$ cat config.mk
export PLATFORM = sky130hd
export DESIGN_NAME = track_segment_logger_flat
export DESIGN_NICKNAME = d
export VERILOG_FILES = /design/src/rtl/tsl_pkg.sv /design/src/rtl/tsl_if.sv /design/src/rtl/tsl_step.sv /design/src/rtl/track_segment_logger.sv /design/src/flat_wrapper.sv
export SDC_FILE = /design/constraint.sdc
export NUM_CORES = 1
export LEC_CHECK = 0
export BUFFER_PORTS_ARGS = -buffer_cell sky130_fd_sc_hd__buf_2
export CAP_MARGIN = 20
export CORE_ASPECT_RATIO = 0.6
export CORE_MARGIN = 2
export CORE_UTILIZATION = 60
export CTS_CLUSTER_DIAMETER = 200
export DETAILED_ROUTE_END_ITERATION = 12
export GPL_TIMING_DRIVEN = 0
export PLACE_DENSITY_LB_ADDON = 0.1
export SLEW_MARGIN = 15
export SYNTH_ARGS = -nofsm -noshare
export SYNTH_HDL_FRONTEND = slang
export SYNTH_SLANG_ARGS = --single-unit
$ cat constraint.sdc
create_clock -name clk -period 6.1 [get_ports clk]
set_input_delay 0.305 -clock clk [delete_from_list [all_inputs] [get_ports clk]]
set_output_delay 0.305 -clock clk [all_outputs]
set_load 0.05 [all_outputs]
$ cat src/rtl/tsl_pkg.sv
// Shared mark codes, field widths, default depths and the result type of the segment logger.
`default_nettype none
package tsl_pkg;

  localparam int unsigned MARK_W   = 3;
  localparam int unsigned COUNT_W  = 32;
  localparam int unsigned SLOT_W   = 8;
  localparam int unsigned XCNT_W   = 7;
  localparam int unsigned XSLOT_W  = 6;
  localparam int unsigned XSEG_W   = 9;
  localparam int unsigned ENDCNT_W = 8;

  localparam int unsigned RECORD_DEPTH_DEF = 256;
  localparam int unsigned CROSS_DEPTH_DEF  = 64;

  localparam logic [MARK_W-1:0] TRACK_NONE     = 3'd0;
  localparam logic [MARK_W-1:0] TRACK_STRAIGHT = 3'd1;
  localparam logic [MARK_W-1:0] TRACK_LEFT     = 3'd2;
  localparam logic [MARK_W-1:0] TRACK_RIGHT    = 3'd3;
  localparam logic [MARK_W-1:0] TRACK_CROSSING = 3'd4;
  localparam logic [MARK_W-1:0] TRACK_FINISH   = 3'd5;
  localparam logic [MARK_W-1:0] TRACK_LOST     = 3'd6;
  localparam logic [MARK_W-1:0] MARK_INVALID   = 3'd7;

  localparam logic [ENDCNT_W-1:0] END_COUNT_MAX = '1;
  localparam logic [ENDCNT_W-1:0] END_COUNT_LOG = 8'd2;

  typedef struct packed {
    logic                 record_write;
    logic [SLOT_W-1:0]    record_slot;
    logic [COUNT_W-1:0]   left_delta;
    logic [COUNT_W-1:0]   right_delta;
    logic [XCNT_W-1:0]    crossings_at_close;
    logic                 cross_write;
    logic [XSLOT_W-1:0]   cross_slot;
    logic [XSEG_W-1:0]    cross_segment;
    logic [MARK_W-1:0]    effective_mark;
    logic [ENDCNT_W-1:0]  end_marks_seen;
    logic                 overflow;
  } result_t;

endpackage
`default_nettype wire

$ cat src/rtl/tsl_if.sv
// Valid/ready channel interfaces for sample input and segment log output.
`default_nettype none
interface tsl_in_if;
  logic                          valid;
  logic                          ready;
  logic [tsl_pkg::MARK_W-1:0]    mark_in;
  logic [tsl_pkg::COUNT_W-1:0]   left_count;
  logic [tsl_pkg::COUNT_W-1:0]   right_count;

  modport source (output valid, output mark_in, output left_count, output right_count,
                  input ready);
  modport sink   (input valid, input mark_in, input left_count, input right_count,
                  output ready);
endinterface

interface tsl_out_if;
  logic                          valid;
  logic                          ready;
  logic                          record_write;
  logic [tsl_pkg::SLOT_W-1:0]    record_slot;
  logic [tsl_pkg::COUNT_W-1:0]   left_delta;
  logic [tsl_pkg::COUNT_W-1:0]   right_delta;
  logic [tsl_pkg::XCNT_W-1:0]    crossings_at_close;
  logic                          cross_write;
  logic [tsl_pkg::XSLOT_W-1:0]   cross_slot;
  logic [tsl_pkg::XSEG_W-1:0]    cross_segment;
  logic [tsl_pkg::MARK_W-1:0]    effective_mark;
  logic [tsl_pkg::ENDCNT_W-1:0]  end_marks_seen;
  logic                          overflow;

  modport source (output valid, output record_write, output record_slot,
                  output left_delta, output right_delta, output crossings_at_close,
                  output cross_write, output cross_slot, output cross_segment,
                  output effective_mark, output end_marks_seen, output overflow,
                  input ready);
  modport sink   (input valid, input record_write, input record_slot,
                  input left_delta, input right_delta, input crossings_at_close,
                  input cross_write, input cross_slot, input cross_segment,
                  input effective_mark, input end_marks_seen, input overflow,
                  output ready);
endinterface
`default_nettype wire

$ cat src/rtl/tsl_step.sv
// Next-state and result logic for one sample of the segment logger.
`default_nettype none
module tsl_step #(
  parameter int unsigned RECORD_DEPTH = tsl_pkg::RECORD_DEPTH_DEF,
  parameter int unsigned CROSS_DEPTH  = tsl_pkg::CROSS_DEPTH_DEF,
  localparam int unsigned IDX_W = (RECORD_DEPTH > 1) ? $clog2(RECORD_DEPTH) : 1,
  localparam int unsigned XC_W  = $clog2(CROSS_DEPTH + 1)
) (
  input  wire logic [tsl_pkg::MARK_W-1:0]   mark_in,
  input  wire logic [tsl_pkg::COUNT_W-1:0]  left_count,
  input  wire logic [tsl_pkg::COUNT_W-1:0]  right_count,
  input  wire logic [IDX_W-1:0]             seg_idx,
  input  wire logic [tsl_pkg::MARK_W-1:0]   seg_mark,
  input  wire logic [tsl_pkg::COUNT_W-1:0]  left_start,
  input  wire logic [tsl_pkg::COUNT_W-1:0]  right_start,
  input  wire logic [XC_W-1:0]              cross_cnt,
  input  wire logic [tsl_pkg::ENDCNT_W-1:0] end_cnt,
  output logic [IDX_W-1:0]                  seg_idx_nxt,
  output logic [tsl_pkg::MARK_W-1:0]        seg_mark_nxt,
  output logic [tsl_pkg::COUNT_W-1:0]       left_start_nxt,
  output logic [tsl_pkg::COUNT_W-1:0]       right_start_nxt,
  output logic [XC_W-1:0]                   cross_cnt_nxt,
  output logic [tsl_pkg::ENDCNT_W-1:0]      end_cnt_nxt,
  output tsl_pkg::result_t                  result
);

  localparam logic [IDX_W-1:0] IDX_LAST  = IDX_W'(RECORD_DEPTH - 1);
  localparam logic [XC_W-1:0]  XC_LIMIT  = XC_W'(CROSS_DEPTH);

  logic                          ignore;
  logic                          is_cross;
  logic                          is_end;
  logic                          plain;
  logic [IDX_W:0]                idx_p1;
  logic [tsl_pkg::COUNT_W-1:0]   dl;
  logic [tsl_pkg::COUNT_W-1:0]   dr;

  assign ignore   = (mark_in == tsl_pkg::TRACK_LOST) || (mark_in == tsl_pkg::MARK_INVALID)
                    || (mark_in == seg_mark);
  assign is_cross = !ignore && (mark_in == tsl_pkg::TRACK_CROSSING);
  assign is_end   = !ignore && (mark_in == tsl_pkg::TRACK_FINISH);
  assign plain    = !ignore && !is_cross && !is_end;
  assign idx_p1   = {1'b0, seg_idx} + 1'b1;
  assign dl       = left_count - left_start;
  assign dr       = right_count - right_start;

  always_comb begin
    seg_idx_nxt     = seg_idx;
    seg_mark_nxt    = seg_mark;
    left_start_nxt  = left_start;
    right_start_nxt = right_start;
    cross_cnt_nxt   = cross_cnt;
    end_cnt_nxt     = end_cnt;
    result          = '0;
    result.effective_mark = mark_in;

    if (plain) begin
      result.record_write       = 1'b1;
      result.record_slot        = tsl_pkg::SLOT_W'(seg_idx);
      result.left_delta         = dl;
      result.right_delta        = dr;
      result.crossings_at_close = tsl_pkg::XCNT_W'(cross_cnt);
      if (seg_idx != IDX_LAST) begin
        seg_idx_nxt = idx_p1[IDX_W-1:0];
      end else begin
        result.overflow = 1'b1;
      end
      left_start_nxt  = left_count;
      right_start_nxt = right_count;
      seg_mark_nxt    = mark_in;
    end

    if (is_cross) begin
      result.effective_mark = seg_mark;
      if (cross_cnt < XC_LIMIT) begin
        result.cross_write   = 1'b1;
        result.cross_slot    = tsl_pkg::XSLOT_W'(cross_cnt);
        result.cross_segment = tsl_pkg::XSEG_W'(idx_p1);
        cross_cnt_nxt        = cross_cnt + 1'b1;
      end else begin
        result.overflow = 1'b1;
      end
    end

    if (is_end) begin
      result.effective_mark = seg_mark;
      if (end_cnt != tsl_pkg::END_COUNT_MAX) begin
        end_cnt_nxt = end_cnt + 1'b1;
      end
      // second and later end marks log the running segment in place
      if (end_cnt_nxt >= tsl_pkg::END_COUNT_LOG) begin
        result.record_write       = 1'b1;
        result.record_slot        = tsl_pkg::SLOT_W'(seg_idx);
        result.left_delta         = dl;
        result.right_delta        = dr;
        result.crossings_at_close = tsl_pkg::XCNT_W'(cross_cnt);
      end
    end

    result.end_marks_seen = end_cnt_nxt;
  end

endmodule
`default_nettype wire

$ cat src/rtl/track_segment_logger.sv
// Top level of the track segment logger: state registers, result register and handshake.
`default_nettype none
// Channel   Dir  Payload                                         Transaction
// in_ch     in   mark_in, left_count, right_count                one tick sample
// out_ch    out  record/crossing writes, deltas, mark, counters  one log entry per sample
//
// Each accepted sample yields exactly one log entry on the next cycle; one sample can be
// taken every cycle, set by the single subtract/compare stage between the sample and the
// result register. in_ch.ready is high whenever the result register is empty or is being
// drained in the same cycle, so a stalled output stops the input only while it holds a
// result. Synchronous active-low reset clears the segment index, marks, encoder starts,
// crossing and end counters and the result valid flag.
module track_segment_logger #(
  parameter int unsigned RECORD_DEPTH = tsl_pkg::RECORD_DEPTH_DEF,
  parameter int unsigned CROSS_DEPTH  = tsl_pkg::CROSS_DEPTH_DEF
) (
  input  wire logic  clk,
  input  wire logic  rst_n,
  tsl_in_if.sink     in_ch,
  tsl_out_if.source  out_ch
);

  localparam int unsigned IDX_W = (RECORD_DEPTH > 1) ? $clog2(RECORD_DEPTH) : 1;
  localparam int unsigned XC_W  = $clog2(CROSS_DEPTH + 1);

  // running segment state
  logic [IDX_W-1:0]              seg_idx_r,     seg_idx_nxt;
  logic [tsl_pkg::MARK_W-1:0]    seg_mark_r,    seg_mark_nxt;
  logic [tsl_pkg::COUNT_W-1:0]   left_start_r,  left_start_nxt;
  logic [tsl_pkg::COUNT_W-1:0]   right_start_r, right_start_nxt;
  logic [XC_W-1:0]               cross_cnt_r,   cross_cnt_nxt;
  logic [tsl_pkg::ENDCNT_W-1:0]  end_cnt_r,     end_cnt_nxt;

  // result register
  tsl_pkg::result_t  result_nxt;
  tsl_pkg::result_t  result_r;
  logic              out_valid_r;
  logic              in_take;

  // accept a sample when the result slot is free or emptying this cycle
  assign in_ch.ready = !out_valid_r || out_ch.ready;
  assign in_take     = in_ch.valid && in_ch.ready;

  tsl_step #(
    .RECORD_DEPTH (RECORD_DEPTH),
    .CROSS_DEPTH  (CROSS_DEPTH)
  ) u_step (
    .mark_in         (in_ch.mark_in),
    .left_count      (in_ch.left_count),
    .right_count     (in_ch.right_count),
    .seg_idx         (seg_idx_r),
    .seg_mark        (seg_mark_r),
    .left_start      (left_start_r),
    .right_start     (right_start_r),
    .cross_cnt       (cross_cnt_r),
    .end_cnt         (end_cnt_r),
    .seg_idx_nxt     (seg_idx_nxt),
    .seg_mark_nxt    (seg_mark_nxt),
    .left_start_nxt  (left_start_nxt),
    .right_start_nxt (right_start_nxt),
    .cross_cnt_nxt   (cross_cnt_nxt),
    .end_cnt_nxt     (end_cnt_nxt),
    .result          (result_nxt)
  );

  // advance segment state only on an accepted sample
  always_ff @(posedge clk) begin
    if (!rst_n) begin
      seg_idx_r     <= '0;
      seg_mark_r    <= tsl_pkg::TRACK_NONE;
      left_start_r  <= '0;
      right_start_r <= '0;
      cross_cnt_r   <= '0;
      end_cnt_r     <= '0;
    end else if (in_take) begin
      seg_idx_r     <= seg_idx_nxt;
      seg_mark_r    <= seg_mark_nxt;
      left_start_r  <= left_start_nxt;
      right_start_r <= right_start_nxt;
      cross_cnt_r   <= cross_cnt_nxt;
      end_cnt_r     <= end_cnt_nxt;
    end
  end

  // valid flag: set on a new sample, drop once the entry is taken
  always_ff @(posedge clk) begin
    if (!rst_n) begin
      out_valid_r <= 1'b0;
    end else if (in_take) begin
      out_valid_r <= 1'b1;
    end else if (out_ch.ready) begin
      out_valid_r <= 1'b0;
    end
  end

  // payload: load with each accepted sample, hold otherwise
  always_ff @(posedge clk) begin
    if (in_take) begin
      result_r <= result_nxt;
    end
  end

  assign out_ch.valid              = out_valid_r;
  assign out_ch.record_write       = result_r.record_write;
  assign out_ch.record_slot        = result_r.record_slot;
  assign out_ch.left_delta         = result_r.left_delta;
  assign out_ch.right_delta        = result_r.right_delta;
  assign out_ch.crossings_at_close = result_r.crossings_at_close;
  assign out_ch.cross_write        = result_r.cross_write;
  assign out_ch.cross_slot         = result_r.cross_slot;
  assign out_ch.cross_segment      = result_r.cross_segment;
  assign out_ch.effective_mark     = result_r.effective_mark;
  assign out_ch.end_marks_seen     = result_r.end_marks_seen;
  assign out_ch.overflow           = result_r.overflow;

endmodule
`default_nettype wire
$ cat src/flat_wrapper.sv
// flat-port wrapper written by rule: the top's interface ports become plain ports
module track_segment_logger_flat 
#(
  parameter int unsigned RECORD_DEPTH = tsl_pkg::RECORD_DEPTH_DEF,
  parameter int unsigned CROSS_DEPTH  = tsl_pkg::CROSS_DEPTH_DEF
)
  (clk, rst_n, in_ch_valid, in_ch_mark_in, in_ch_left_count, in_ch_right_count, in_ch_ready, out_ch_valid, out_ch_record_write, out_ch_record_slot, out_ch_left_delta, out_ch_right_delta, out_ch_crossings_at_close, out_ch_cross_write, out_ch_cross_slot, out_ch_cross_segment, out_ch_effective_mark, out_ch_end_marks_seen, out_ch_overflow, out_ch_ready);
  tsl_in_if in_ch_i ();
  tsl_out_if out_ch_i ();
  input  wire logic clk;
  input  wire logic rst_n;
  input wire logic [$bits(in_ch_i.valid)-1:0] in_ch_valid;
  input wire logic [$bits(in_ch_i.mark_in)-1:0] in_ch_mark_in;
  input wire logic [$bits(in_ch_i.left_count)-1:0] in_ch_left_count;
  input wire logic [$bits(in_ch_i.right_count)-1:0] in_ch_right_count;
  output wire logic [$bits(in_ch_i.ready)-1:0] in_ch_ready;
  output wire logic [$bits(out_ch_i.valid)-1:0] out_ch_valid;
  output wire logic [$bits(out_ch_i.record_write)-1:0] out_ch_record_write;
  output wire logic [$bits(out_ch_i.record_slot)-1:0] out_ch_record_slot;
  output wire logic [$bits(out_ch_i.left_delta)-1:0] out_ch_left_delta;
  output wire logic [$bits(out_ch_i.right_delta)-1:0] out_ch_right_delta;
  output wire logic [$bits(out_ch_i.crossings_at_close)-1:0] out_ch_crossings_at_close;
  output wire logic [$bits(out_ch_i.cross_write)-1:0] out_ch_cross_write;
  output wire logic [$bits(out_ch_i.cross_slot)-1:0] out_ch_cross_slot;
  output wire logic [$bits(out_ch_i.cross_segment)-1:0] out_ch_cross_segment;
  output wire logic [$bits(out_ch_i.effective_mark)-1:0] out_ch_effective_mark;
  output wire logic [$bits(out_ch_i.end_marks_seen)-1:0] out_ch_end_marks_seen;
  output wire logic [$bits(out_ch_i.overflow)-1:0] out_ch_overflow;
  input wire logic [$bits(out_ch_i.ready)-1:0] out_ch_ready;
  assign in_ch_i.valid = in_ch_valid;
  assign in_ch_i.mark_in = in_ch_mark_in;
  assign in_ch_i.left_count = in_ch_left_count;
  assign in_ch_i.right_count = in_ch_right_count;
  assign in_ch_ready = in_ch_i.ready;
  assign out_ch_valid = out_ch_i.valid;
  assign out_ch_record_write = out_ch_i.record_write;
  assign out_ch_record_slot = out_ch_i.record_slot;
  assign out_ch_left_delta = out_ch_i.left_delta;
  assign out_ch_right_delta = out_ch_i.right_delta;
  assign out_ch_crossings_at_close = out_ch_i.crossings_at_close;
  assign out_ch_cross_write = out_ch_i.cross_write;
  assign out_ch_cross_slot = out_ch_i.cross_slot;
  assign out_ch_cross_segment = out_ch_i.cross_segment;
  assign out_ch_effective_mark = out_ch_i.effective_mark;
  assign out_ch_end_marks_seen = out_ch_i.end_marks_seen;
  assign out_ch_overflow = out_ch_i.overflow;
  assign out_ch_i.ready = out_ch_ready;
  track_segment_logger #(.RECORD_DEPTH(RECORD_DEPTH), .CROSS_DEPTH(CROSS_DEPTH)) u_core (.clk(clk), .rst_n(rst_n), .in_ch(in_ch_i), .out_ch(out_ch_i));
endmodule
==> flow_summary_export.csv, run 1 <==
group,metric,value,unit
status,status,"finished, final reports clean",
sta,report.final.slew_viol_count,0,
sta,setup_slack,2.78,ns
die,start_util,61.0,%
die,dieArea,19500,sq um
sta,max_freq,302,MHz
synthesis,synth_edf_count,108,
route,drcViolationCount,0,
global_route,grt_max_degree,61,
setup_path,crit_slowest_cell,"o31ai_1",
place,dp_hpwl,21500,um
sta,finalHoldViolCount,0,
route,routed.top_layer,"met4",
sta,worstMarginPinSlew,0.909,ns
clock_tree,ctsLongestPathBuffers,2,
route,dr.pass1.iters,5,
setup_path,critPathKind,"register to register",
synthesis,seq_area_frac_synth,46.1,%
power_and_ir_drop,p_per_area,270,nW/um^2
die,die-width,179,um
global_route,grt_pass1_vias,8509,
synthesis,synth.most_common_cell,"nand2_1",
synthesis,yosys_most_used_dff,"edfxtp_1",
global_route,grt.total_usage,29.7,%
clock_tree,cts_tree,"built",
power_and_ir_drop,p_int,2.32,mW
synthesis,synth_cells,1237,
power_and_ir_drop,p_seq_share,43.8,%
synthesis,synth_largest_area_cell,"edfxtp_1",
layout,layout-drive-gt1-share,16.8,%
clock_tree,cts_sinks,199,
synthesis,ys_ff_latch,199,
synthesis,yosysWarnings,0,
layout,layout.nets,1577,
clock_tree,cts_hold_buf,0,
hold_path,hp-start,"in_ch_valid",
synthesis,synthTopCellsByArea,"edfxtp_1 (30%), dfxtp_1 (17%), ha_1 (7.6%)",
layout,num-fill-cells,1421,
clock_tree,cts_buffers,17,
synthesis,syn_avg_cell_area,8.89,sq um
synthesis,synth_fp_nets,1377,
global_route,grt_pass1_wl,44200,um
die,io_pins,181,
global_route,grt.overflow.total,0,
layout,regArea,5060,sq um
clock_tree,cts_setup_buffers,0,
layout,final_cells,1691,
route,wl_met2,11600,um
clock_tree,cts_max_level,4,
hold_path,hp-class,"input pin to register",
sta,finClkSkew,0.00846,ns
die,die_h,109,um
setup_path,crit_arrival,3.59,ns
setup_path,cpPeakStageDelay,0.82,ns
route,drt-wirelength-per-cell,16.9,um
place,dpl.cell_count,1658,
sta,tns,0,ns
sta,post-route-period-util,54.3,%
power_and_ir_drop,p_comb_share,23.3,%
setup_path,crit_path_start,"u_core.right_start_r[1]",
synthesis,netlist_area,11000,sq um
setup_path,cpLargestDelayFamily,"compound AO/OA/AOI/OAI gates",
synthesis,synth_top_area_share,29.5,%
synthesis,synth_cell_types,70,
place,dp_slack,2.87,ns
route,met1_length,14200,um
synthesis,async_flop_share,0,%
sta,whs,0.109,ns
power_and_ir_drop,peakVddDrop,177,uV
layout,area_delta_synth_final,16.6,%
clock_tree,cts-root-buf,"clkbuf_16",
clock_tree,cts.clk_slew.worst_paths,0.08,ns
place,port_buffers,180,
sta,finalCriticalPeriod,3.32,ns
setup_path,rr_startpoint,"u_core.right_start_r[1]",
route,dr_wl_met3,2240,um
route,num_vias,9651,
setup_path,startpoint_type,"register",
power_and_ir_drop,switching_power,1.14,mW
route,via_per_inst,5.71,
global_route,antenna_found_initial,1,
setup_path,crit_path_end_kind,"register",
sta,rsz0062_at_grt,"no",
setup_path,crit_chain,"inv_1 -> ha_1 -> nor2b_1 -> o21ai_1 -> o21ai_1 -> a21oi_1 -> o31ai_1 -> a21boi_1 -> o31ai_1 -> mux2i_1",
sta,setup_viol,0,
die,num_rows,38,
clock_tree,ctsResizeCount,0,
flow_run,maxCapViolCount,0,
setup_path,critical_path_required,6.38,ns
synthesis,synthTopCellsByCount,"nand2_1 (212), nor2_1 (135), a21oi_1 (134)",
setup_path,critPathMaxFanout,4,
power_and_ir_drop,leakage,5.08,nW
power_and_ir_drop,p_sw_share,33.0,%
route,final_antenna_net_count,0,
route,drtIter0Drc,906,
sta,relSlewSlack,38.9,%
clock_tree,insertion_delay,0.44,ns
route,wl,28600,um
layout,multi_input_area,5360,sq um
die,coreArea,18000,sq um
power_and_ir_drop,clkPwrFrac,32.9,%
layout,final_core_util,71.1,%
setup_path,path_buf_inv,1,
place,gp_routability_congestion,0.930,
[cells by family (layout without fill, tap and decap cells)]
family / after synthesis / in the layout / share of synthesized area [%]
other: 0 / 1 / 0
adder cells (fa/ha/maj): 69 / 69 / 7.99
XOR/XNOR: 76 / 76 / 6.06
AO/OA/AOI/OAI: 277 / 277 / 15.7
buffers and inverters: 151 / 364 / 5.20
flip-flops: 199 / 199 / 46.1
multiplexers: 14 / 14 / 1.34
AND/OR/NAND/NOR: 451 / 451 / 17.6
[flip-flops by register name (all words and copies together) (netlist names), 3 cells and up]
signal	cells
u_core.end_cnt_r	8
u_core.out_ch.record_slot	8
u_core.cross_cnt_r	7
u_core.seg_idx_r	8
u_core.seg_mark_r	3
u_core.out_ch.left_delta	32
u_core.out_ch.right_delta	32
u_core.right_start_r	32
u_core.left_start_r	32
u_core.out_ch.effective_mark	3
u_core.out_ch.end_marks_seen	8
u_core.out_ch.cross_slot	6
u_core.out_ch.cross_segment	9
u_core.out_ch.crossings_at_close	7
[metrics by stage]
step / total power, mW / instance area, sq um
2_1_floorplan: 2.12 / 11000
3_3_place_gp: 2.32 / 12200
3_5_place_dp: 2.33 / 12200
4_1_cts: 3.45 / 12800
5_1_grt: 3.59 / 12800
6_report: 3.46 / 12800
[worst min-delay path: cells and delay by family]
family	cells	cell delay (ns)
AOI/OAI and AO/OA	1	0.05
buffers and inverters	2	0.14
[cells in the final DEF, fill, tap and decap left out, types with 12 or more instances in the layout]
cell	instances
inv_1	102
a21oi_1	134
a21o_1	22
clkbuf_16	17
nand2b_1	12
xor2_1	25
xnor2_1	51
buf_2	184
o21ai_0	32
edfxtp_1	108
nand2_1	212
dfxtp_1	91
nor2_1	135
nand3_1	21
nand4_1	18
nor3_1	14
ha_1	67
clkbuf_1	33
[metal layers]
metal,GRT usage [%],vias up
met5,0,-
met4,9.52,0
met3,6.00,52
met2,41.1,400
met1,46.0,4540
li1,-,4659
[final cells by class]
class | instances | area share (%)
Buffer | 45 | 1.36
Inverter | 106 | 3.14
Multi-Input combinational cell | 887 | 41.8
Clock inverter | 14 | 1.21
Sequential cell | 199 | 39.5
Antenna cell | 1 | 0.0195
Timing Repair Buffer | 181 | 7.25
Tap cell | 240 | 2.34
Clock buffer | 18 | 3.35
[power groups by stage]
| stage | Combinational [mW] | Sequential (mW) | Clock, mW |
|---|---|---|---|
| after floorplan | 0.405 | 1.72 | 0 |
| after global placement | 0.774 | 1.55 | 0 |
| after detailed placement | 0.787 | 1.55 | 0 |
| after CTS | 0.795 | 1.52 | 1.14 |
| after global routing | 0.869 | 1.52 | 1.20 |
| final | 0.805 | 1.51 | 1.14 |
[path summary, 6_finish.rpt]
| kind | endpoint | slack, ns | cells after the start |
|---|---|---|---|
| worst max register to register | u_core.out_ch.right_delta[25] | 2.78 | 10 |
| worst min register to register | u_core.right_start_r[22] | 0.46 | 2 |
| worst min-delay path | u_core.out_ch.valid | 0.11 | 3 |
| worst max-delay path | u_core.out_ch.right_delta[25] | 2.78 | 10 |
(Power assumes the default switching activity.)
==> inputs of run 2 (changes only) <==
--- a/config.mk
+++ b/config.mk
@@ -9,7 +9,7 @@
 export CAP_MARGIN = 20
 export CORE_ASPECT_RATIO = 0.6
 export CORE_MARGIN = 2
-export CORE_UTILIZATION = 60
+export CORE_UTILIZATION = 52
 export CTS_CLUSTER_DIAMETER = 200
 export DETAILED_ROUTE_END_ITERATION = 12
 export GPL_TIMING_DRIVEN = 0
==> constraint.sdc (replaced) <==
create_clock -name clk -period 2.83 [get_ports clk]
set_input_delay 0.1415 -clock clk [delete_from_list [all_inputs] [get_ports clk]]
set_output_delay 0.1415 -clock clk [all_outputs]
set_load 0.05 [all_outputs]
==> flow_summary_export.csv, run 2 (synthesized netlist as in run 1, its figures left out) <==
group,metric,value,unit
status,status,"finished, violations left",
status,violations,"setup timing",
sta,finClkSkew,0.0106,ns
clock_tree,cts_max_level,4,
power_and_ir_drop,leakage,5.45,nW
sta,finalHoldViolCount,0,
setup_path,cpLargestDelayFamily,"compound AO/OA/AOI/OAI gates",
power_and_ir_drop,fin_total_pwr,7.52,mW
clock_tree,ctsLongestPathBuffers,2,
sta,post-route-period-util,103,%
setup_path,critPathKind,"register to register",
power_and_ir_drop,switching_power,2.52,mW
route,final_antenna_net_count,0,
layout,final_cell_mix,"nand2_1 (210), buf_2 (189), nor2_1 (135), a21oi_1 (132), edfxtp_1 (108)",
clock_tree,insertion_delay,0.45,ns
global_route,antenna_found_initial,0,
setup_path,crit_path_end_kind,"register",
clock_tree,cts_buffers,17,
flow_run,maxCapViolCount,0,
clock_tree,cts.clk_slew.worst_paths,0.08,ns
die,num_rows,41,
global_route,grt.total_usage,26.5,%
layout,layout.nets,1658,
hold_path,min_path_cells,3,
setup_path,path_depth,11,
place,gp_routability_congestion,0.918,
power_and_ir_drop,p_sw_share,33.5,%
sta,report.final.slew_viol_count,0,
setup_path,worst-r2r-cell-count,11,
clock_tree,cts_tree,"built",
sta,setup_slack,-0.0901,ns
setup_path,crit_chain,"ha_4 -> inv_2 -> fa_2 -> a21oi_2 -> o311ai_1 -> a221o_2 -> o311ai_4 -> o21ai_4 -> o32a_1 -> xnor2_2 -> nor2_1",
route,num_vias,9720,
setup_path,crit_arrival,3.11,ns
layout,layout-drive-gt1-share,19.3,%
die,start_util,52.7,%
power_and_ir_drop,p_per_area,544,nW/um^2
global_route,grt.overflow.total,0,
route,drcViolationCount,0,
setup_path,reg2reg_slack,-0.09,ns
route,via_per_inst,5.37,
sta,relSlewSlack,55.4,%
route,dr.pass1.iters,5,
die,io_pins,181,
hold_path,hp-start,"in_ch_mark_in[1]",
place,dp_hpwl,21500,um
global_route,grt_max_degree,115,
die,dieArea,22400,sq um
clock_tree,cts-root-buf,"clkbuf_16",
setup_path,cpPeakStageDelay,0.41,ns
sta,worstMarginPinSlew,0.669,ns
sta,setup_viol,5,
sta,rsz0062_at_grt,"yes",
sta,finalCriticalPeriod,2.92,ns
hold_path,hp-class,"input pin to register",
setup_path,crit_slowest_cell,"a221o_2",
setup_path,path_buf_inv,1,
global_route,grt_pass1_wl,45500,um
setup_path,critPathMaxFanout,3,
die,coreArea,20900,sq um
power_and_ir_drop,p_comb_share,25.2,%
route,wl,29800,um
clock_tree,cts_sinks,199,
power_and_ir_drop,p_seq_share,43.4,%
global_route,grt_pass1_vias,8580,
power_and_ir_drop,peakVddDrop,458,uV
die,die-width,192,um
setup_path,startpoint_type,"register",
layout,final_core_util,66.2,%
die,die_h,117,um
sta,max_freq,342,MHz
setup_path,critical_path_required,3.02,ns
layout,final_common_cell,"nand2_1",
route,drtIter0Drc,822,
hold_path,hold_end,"u_core.seg_mark_r[1]",
setup_path,r2r-end,"u_core.out_ch.left_delta[28]",
setup_path,rr_startpoint,"u_core.left_start_r[0]",
power_and_ir_drop,clkPwrFrac,31.3,%
route,drt-wirelength-per-cell,16.4,um
layout,area_delta_synth_final,25.8,%
place,port_buffers,180,
power_and_ir_drop,p_int,5.00,mW
-- run 2: worst min-delay path, cell delays in order --
cell and delay [ns]:
buf_2 0.15, nand2_1 0.07, a21oi_1 0.06
-- run 2: worst max path at each step --
stage                                start                           end  slack (ns)
global placement    u_core.left_start_r[0]  u_core.out_ch.left_delta[28]       -0.31
floorplan              u_core.out_ch.valid       u_core.left_start_r[15]        0.02
global route        u_core.left_start_r[0]  u_core.out_ch.left_delta[28]       -0.18
detailed placement  u_core.left_start_r[0]  u_core.out_ch.left_delta[28]       -0.34
CTS                 u_core.left_start_r[0]  u_core.out_ch.left_delta[28]       -0.12
finish              u_core.left_start_r[0]  u_core.out_ch.left_delta[28]       -0.09
-- run 2: power by group through the flow --
| stage | Combinational, mW | Sequential, mW | Clock (mW) |
|---|---|---|---|
| after global placement | 1.68 | 3.33 | 0 |
| after CTS | 1.83 | 3.27 | 2.39 |
| final | 1.90 | 3.27 | 2.36 |
| after floorplan | 0.875 | 3.70 | 0 |
| after global routing | 2.05 | 3.28 | 2.51 |
| after detailed placement | 1.69 | 3.33 | 0 |
-- run 2: stage by stage --
| step | setup TNS (ns) | setup WS, ns | hold slack [ns] | instance area, sq um | std cells |
|---|---|---|---|---|---|
| after detailed placement | -7.24 | -0.339 | 0.403 | 12300 | 1696 |
| after floorplan | 0 | 0.0215 | 0.271 | 11000 | 1237 |
| after global placement | -5.98 | -0.308 | 0.391 | 12300 | 1696 |
| after CTS | -0.482 | -0.121 | 0.00422 | 13700 | 1806 |
| final | -0.221 | -0.0901 | 0.0196 | 13800 | 1811 |
| after global routing | -0.954 | -0.179 | 0.0331 | 13800 | 1810 |
-- run 2: what timing repair did --
| action | CTS | global route |
|---|---|---|
| resized for setup | 34 | 19 |
| hold buffers | 67 | 0 |
| pin swaps | 17 | 15 |
| buffers inserted | 11 | 6 |
| setup endpoints to repair | 95 | 102 |
| hold endpoints to repair | 67 | 0 |
-- run 2: final cells by class --
| class | instances | area (sq um) |
|---|---|---|
| tap | 279 | 349 |
| buffer | 43 | 176 |
| sequential | 199 | 5070 |
| multi-input combinational | 887 | 5550 |
| clock buffer | 17 | 425 |
| fill | 1763 | 7050 |
| inverter | 106 | 410 |
| antenna | 1 | 2.50 |
| clock inverter | 15 | 135 |
| timing repair buffer | 264 | 1710 |
-- run 2: routing by layer --
layer / global-route usage, % / wire length, um
met5: 0 / 0
met1: 41.2 / 15000
met2: 37.0 / 12000
met4: 6.46 / 337
met3: 5.92 / 2400
